$ cat src/hdl/gwf_pkg.sv
// Package for the grid water flow step unit: grid sizes, codes, helpers.
// No dependencies.
`default_nettype none
package gwf_pkg;
    localparam int MaxWidth   = 32;
    localparam int MaxDepth   = 32;
    localparam int Corners    = (MaxWidth + 1) * (MaxDepth + 1);
    localparam int Cells      = MaxWidth * MaxDepth;
    localparam int CornerAw   = $clog2(Corners);
    localparam int CellAw     = $clog2(Cells);

    localparam logic [1:0] CMD_WR_CORNER = 2'd0;
    localparam logic [1:0] CMD_WR_WATER  = 2'd1;
    localparam logic [1:0] CMD_RUN       = 2'd2;
    localparam logic [1:0] CMD_RD_WATER  = 2'd3;

    localparam logic [2:0] REG_WIDTH    = 3'd0;
    localparam logic [2:0] REG_DEPTH    = 3'd1;
    localparam logic [2:0] REG_CAPACITY = 3'd2;
    localparam logic [2:0] REG_RATE     = 3'd3;
    localparam logic [2:0] REG_MIN_FLOW = 3'd4;

    // request to the shared divider
    typedef struct packed {
        logic        go;
        logic [63:0] num;
        logic [31:0] den;
    } div_req_t;

    typedef struct packed {
        logic        done;
        logic [63:0] quo;
    } div_rsp_t;
endpackage
`default_nettype wire

$ cat src/hdl/gwf_div.sv
// Restoring divider, one quotient bit per cycle, 64 by 32 bits.
// Depends on gwf_pkg.
`default_nettype none
module gwf_div
    import gwf_pkg::*;
(
    input  wire logic     clk,
    input  wire logic     rst_n,
    input  wire div_req_t req,
    output div_rsp_t      rsp
);
    logic [63:0] quo_reg;
    logic [32:0] rem_reg;
    logic [31:0] den_reg;
    logic [6:0]  cnt_reg;
    logic        busy_reg;
    logic        done_reg;
    logic [32:0] trial;
    logic [32:0] shifted;

    assign shifted = {rem_reg[31:0], quo_reg[63]};
    assign trial   = shifted - {1'b0, den_reg};

    always_ff @(posedge clk or negedge rst_n)
    begin
        if (!rst_n)
        begin
            busy_reg <= 1'b0;
            done_reg <= 1'b0;
            cnt_reg  <= '0;
        end
        else
        begin
            done_reg <= 1'b0;
            if (req.go)
            begin
                busy_reg <= 1'b1;
                cnt_reg  <= 7'd64;
            end
            else if (busy_reg)
            begin
                cnt_reg <= cnt_reg - 7'd1;
                if (cnt_reg == 7'd1)
                begin
                    busy_reg <= 1'b0;
                    done_reg <= 1'b1;
                end
            end
        end
    end

    always_ff @(posedge clk)
    begin
        if (req.go)
        begin
            quo_reg <= req.num;
            rem_reg <= '0;
            den_reg <= req.den;
        end
        else if (busy_reg)
        begin
            if (!trial[32])
            begin
                rem_reg <= trial;
                quo_reg <= {quo_reg[62:0], 1'b1};
            end
            else
            begin
                rem_reg <= shifted;
                quo_reg <= {quo_reg[62:0], 1'b0};
            end
        end
    end

    assign rsp.done = done_reg;
    assign rsp.quo  = quo_reg;
endmodule
`default_nettype wire
$ cat config.mk
export PLATFORM = sky130hd
export DESIGN_NAME = gwf_div
export DESIGN_NICKNAME = d
export VERILOG_FILES = /design/src/hdl/gwf_pkg.sv /design/src/hdl/gwf_div.sv
export SDC_FILE = /design/constraint.sdc
export NUM_CORES = 1
export LEC_CHECK = 0
export BUFFER_PORTS_ARGS = -buffer_cell sky130_fd_sc_hd__buf_4
export CAP_MARGIN = 40
export CELL_PAD_IN_SITES_DETAIL_PLACEMENT = 0
export CELL_PAD_IN_SITES_GLOBAL_PLACEMENT = 1
export CORE_MARGIN = 4
export CORE_UTILIZATION = 43
export CTS_CLUSTER_DIAMETER = 60
export DETAILED_ROUTE_END_ITERATION = 8
export PLACE_DENSITY_LB_ADDON = 0.1
export SETUP_SLACK_MARGIN = 0.15
export SYNTH_ARGS = -nofsm -noshare
export SYNTH_HDL_FRONTEND = slang
export SYNTH_SLANG_ARGS = --single-unit
$ cat constraint.sdc
create_clock -name clk -period 3.6 [get_ports clk]
set_input_delay 0 -clock clk [delete_from_list [all_inputs] [get_ports clk]]
set_output_delay 0 -clock clk [all_outputs]
set_load 0.02 [all_outputs]
==> run summary <==
nets: 1,040
overall die width: 139 µm
R2R depth: 14
via-per-instance ratio: 5.12
Inserted Diodes: 0
Tmin final: 3.24 ns
Worst Path Required: 3.94 ns
Rows: 47
setup violators final: 0
worst hold path depth: 4
Mapped Area: 0.00736 mm²
Yosys Warn Count: 0
status: complete, no violations
R2R Path Start: quo_reg[63]
global-route wire length before repair: 30,300 µm
Pwr Density: 643 mW/mm²
Clock Sinks: 137
Slew headroom: 40.2%
Syn Nets: 772
number of max-cap violations: 0
DRT Pass-1 Iters: 4
most used flip-flop cell after synthesis: edfxtp_1
Die Span Y: 139 µm
post-synth cell types: 54
via count: 5,835
synth top area cells: edfxtp_1 (39%), mux2_2 (9.8%), dfxtp_1 (8.7%)
final clock period utilization by the worst path: 90.0%
count of input and output buffers: 163
RePlAce Congestion: 0.827
CTS Buf Count: 17
RSZ-0062 raised after global routing: false
Hold Crit Start: req[96]
Worst Hold End: rem_reg[9]
CP endpoint kind: flop
Initial Util: 44.1%
Post-synth ARST share: 6.57%
Area Overhead vs Synth: 42.2%
post-synthesis instance total: 638
CTS tree: built
Worst Setup Start Kind: flop
Syn Area/Cell: 11.5 µm²
fin worst setup slack: 0.359 ns
Final ANT Viol Nets: 0
Final Skew: 0.0114 ns
worst vdd rail ir drop: 0.361 mV
final WL: 18,600 µm
Largest register FFs: 64
TNS Setup: 0 ns
Power, Total: 6.73 mW
vias in the first global route: 6,200
total global routing overflow: 0
part of the Yosys area used for sequential elements: 50.9%
initial antenna violation count: 0
I/O Pins: 164
Post-synth EDFFs: 96
largest area contributor in the netlist: edfxtp_1
clock slew at reported path FFs: 0.06 ns
CP max FO: 5
core area: 0.0167 mm²
Leak: 4.55 nW
CTS max path bufs: 2
CTS Root Cell: clkbuf_16
count of state elements after synthesis: 137
R2R Setup Slk: 0.36 ns
largest net degree at the start of global routing: 75
die area: 0.0193 mm²
Setup CP Type: flop to flop
Final Hold Viols: 0
pre-CTS setup slack: 0.206 ns
share of the synthesized area in the top cell type: 39.2%
Pins Over Slew Limit: 0
ratio of cells with drive above 1 in the final layout: 31.4%
critical path startpoint: quo_reg[63]
RR Endpoint: rem_reg[25]
f_max: 0.309 GHz
hpwl dp: 12,400 µm
wire per inst: 16.3 µm
Final Util: 62.7%
Starting DRT DRC Count: 290
Least-Margin Pin Slew: 0.897 ns
clk_lat worst skew: 0.42 ns
Worst EP arrival: 3.58 ns
gr usage total: 19.2%
DRC Markers: 0
HP Class: input pin to flop
htree depth: 4
cell type report:
| type | count | area (µm²) |
|---|---|---|
| Fill cell | 1325 | 6230 |
| Sequential cell | 137 | 3750 |
| Multi-Input combinational cell | 429 | 3310 |
| Timing Repair Buffer | 279 | 2370 |
| Clock buffer | 18 | 429 |
| Tap cell | 220 | 275 |
| Clock inverter | 14 | 170 |
| Inverter | 42 | 158 |
through the flow:
stage	instances	hold WS (ns)	cell area, µm²
after CTS	1128	0.0942	10300
final	1139	0.0998	10500
after global placement	998	-0.172	8750
after floorplan	638	-0.296	7360
after detailed placement	998	-0.170	8750
after global routing	1139	0.166	10500
worst max-delay path by stage:
stage	cells after the start	endpoint	slack [ns]
2_1_floorplan	13	rem_reg[29]	0.43
6_report	14	rem_reg[25]	0.36
4_1_cts	13	rem_reg[14]	0.18
5_1_grt	14	rem_reg[25]	0.18
3_3_place_gp	13	rem_reg[18]	0.34
3_5_place_dp	13	rem_reg[18]	0.21
timing repair:
item                                    in CTS  in global routing
hold buffers                                98                  0
hold endpoints to repair                   105                  0
buffers inserted                             0                  8
endpoints found under the setup margin       0                 28
resized for setup                            0                  7
where the power goes:
part | total [mW] | switching [mW] | leakage, nW | internal, mW
clock | 1.80 | 0.704 | 0.286 | 1.09
combinational | 2.67 | 1.39 | 2.90 | 1.28
sequential | 2.27 | 0.233 | 1.36 | 2.03
layout by cell type, fill, tap and decap left out, types with 3 or more instances in the layout:
master,n
a211oi_1,27
a21o_1,19
a21oi_1,34
a31oi_1,5
and3_1,3
buf_4,176
bufinv_16,3
clkbuf_16,18
clkinv_4,3
dfrtp_1,9
dfxtp_1,32
dlygate4sd3_1,98
edfxtp_1,96
ha_1,34
inv_1,41
inv_6,3
mux2_2,64
mux2i_1,28
nand2_1,36
nand2b_1,9
nand3_1,7
nand3b_1,3
nand4_1,9
nor2_1,46
nor2b_1,4
nor3_1,6
o211ai_1,4
o21ai_0,23
or2_2,3
xnor2_1,20
xor2_1,13
critical path, stage by stage, from the launching register on:
cell and delay [ns]:
edfxtp_1 0.36, inv_1 0.06, ha_1 0.22, fa_2 0.35, nand2b_1 0.18, a21oi_2 0.18, o31ai_2 0.10, a21o_1 0.21
a2111oi_4 0.47, nor2_4 0.13, xnor2_4 0.18, buf_4 0.16, buf_2 0.15, nand2b_1 0.16, a311oi_2 0.25
cell usage after synthesis, types with 3 or more instances:
master     n
edfxtp_1  96
mux2_2    64
nor2_1    46
inv_1     42
nand2_1   36
a21oi_1   34
ha_1      34
dfxtp_1   32
mux2i_1   28
a211oi_1  27
o21ai_0   23
clkbuf_1  20
xnor2_1   20
a21o_1    19
xor2_1    13
dfrtp_1    9
nand2b_1   9
nand4_1    9
nand3_1    7
nor3_1     6
a31oi_1    5
buf_2      4
nor2b_1    4
o211ai_1   4
and3_1     3
buf_1      3
nand3b_1   3
o31ai_1    3
or2_2      3
cell families after synthesis:
| logic type | after synthesis | share of synthesized area, % |
|---|---|---|
| xor+xnor | 34 | 4.30 |
| mux | 92 | 13.6 |
| simple gates | 135 | 8.72 |
| compound gates | 132 | 12.0 |
| fa+ha+maj | 35 | 6.05 |
| flops | 137 | 50.9 |
| buf+inv | 73 | 4.39 |
layer usage:
| metal | routed length (µm) | track usage (%) | vias to the layer above |
|---|---|---|---|
| li1 | - | - | 2891 |
| met1 | 7970 | 23.2 | 2765 |
| met2 | 9080 | 31.8 | 150 |
| met3 | 1170 | 7.00 | 29 |
| met4 | 385 | 6.59 | 0 |
| met5 | 0 | 0 | - |
No activity file was read; power rests on OpenSTA's default activity.
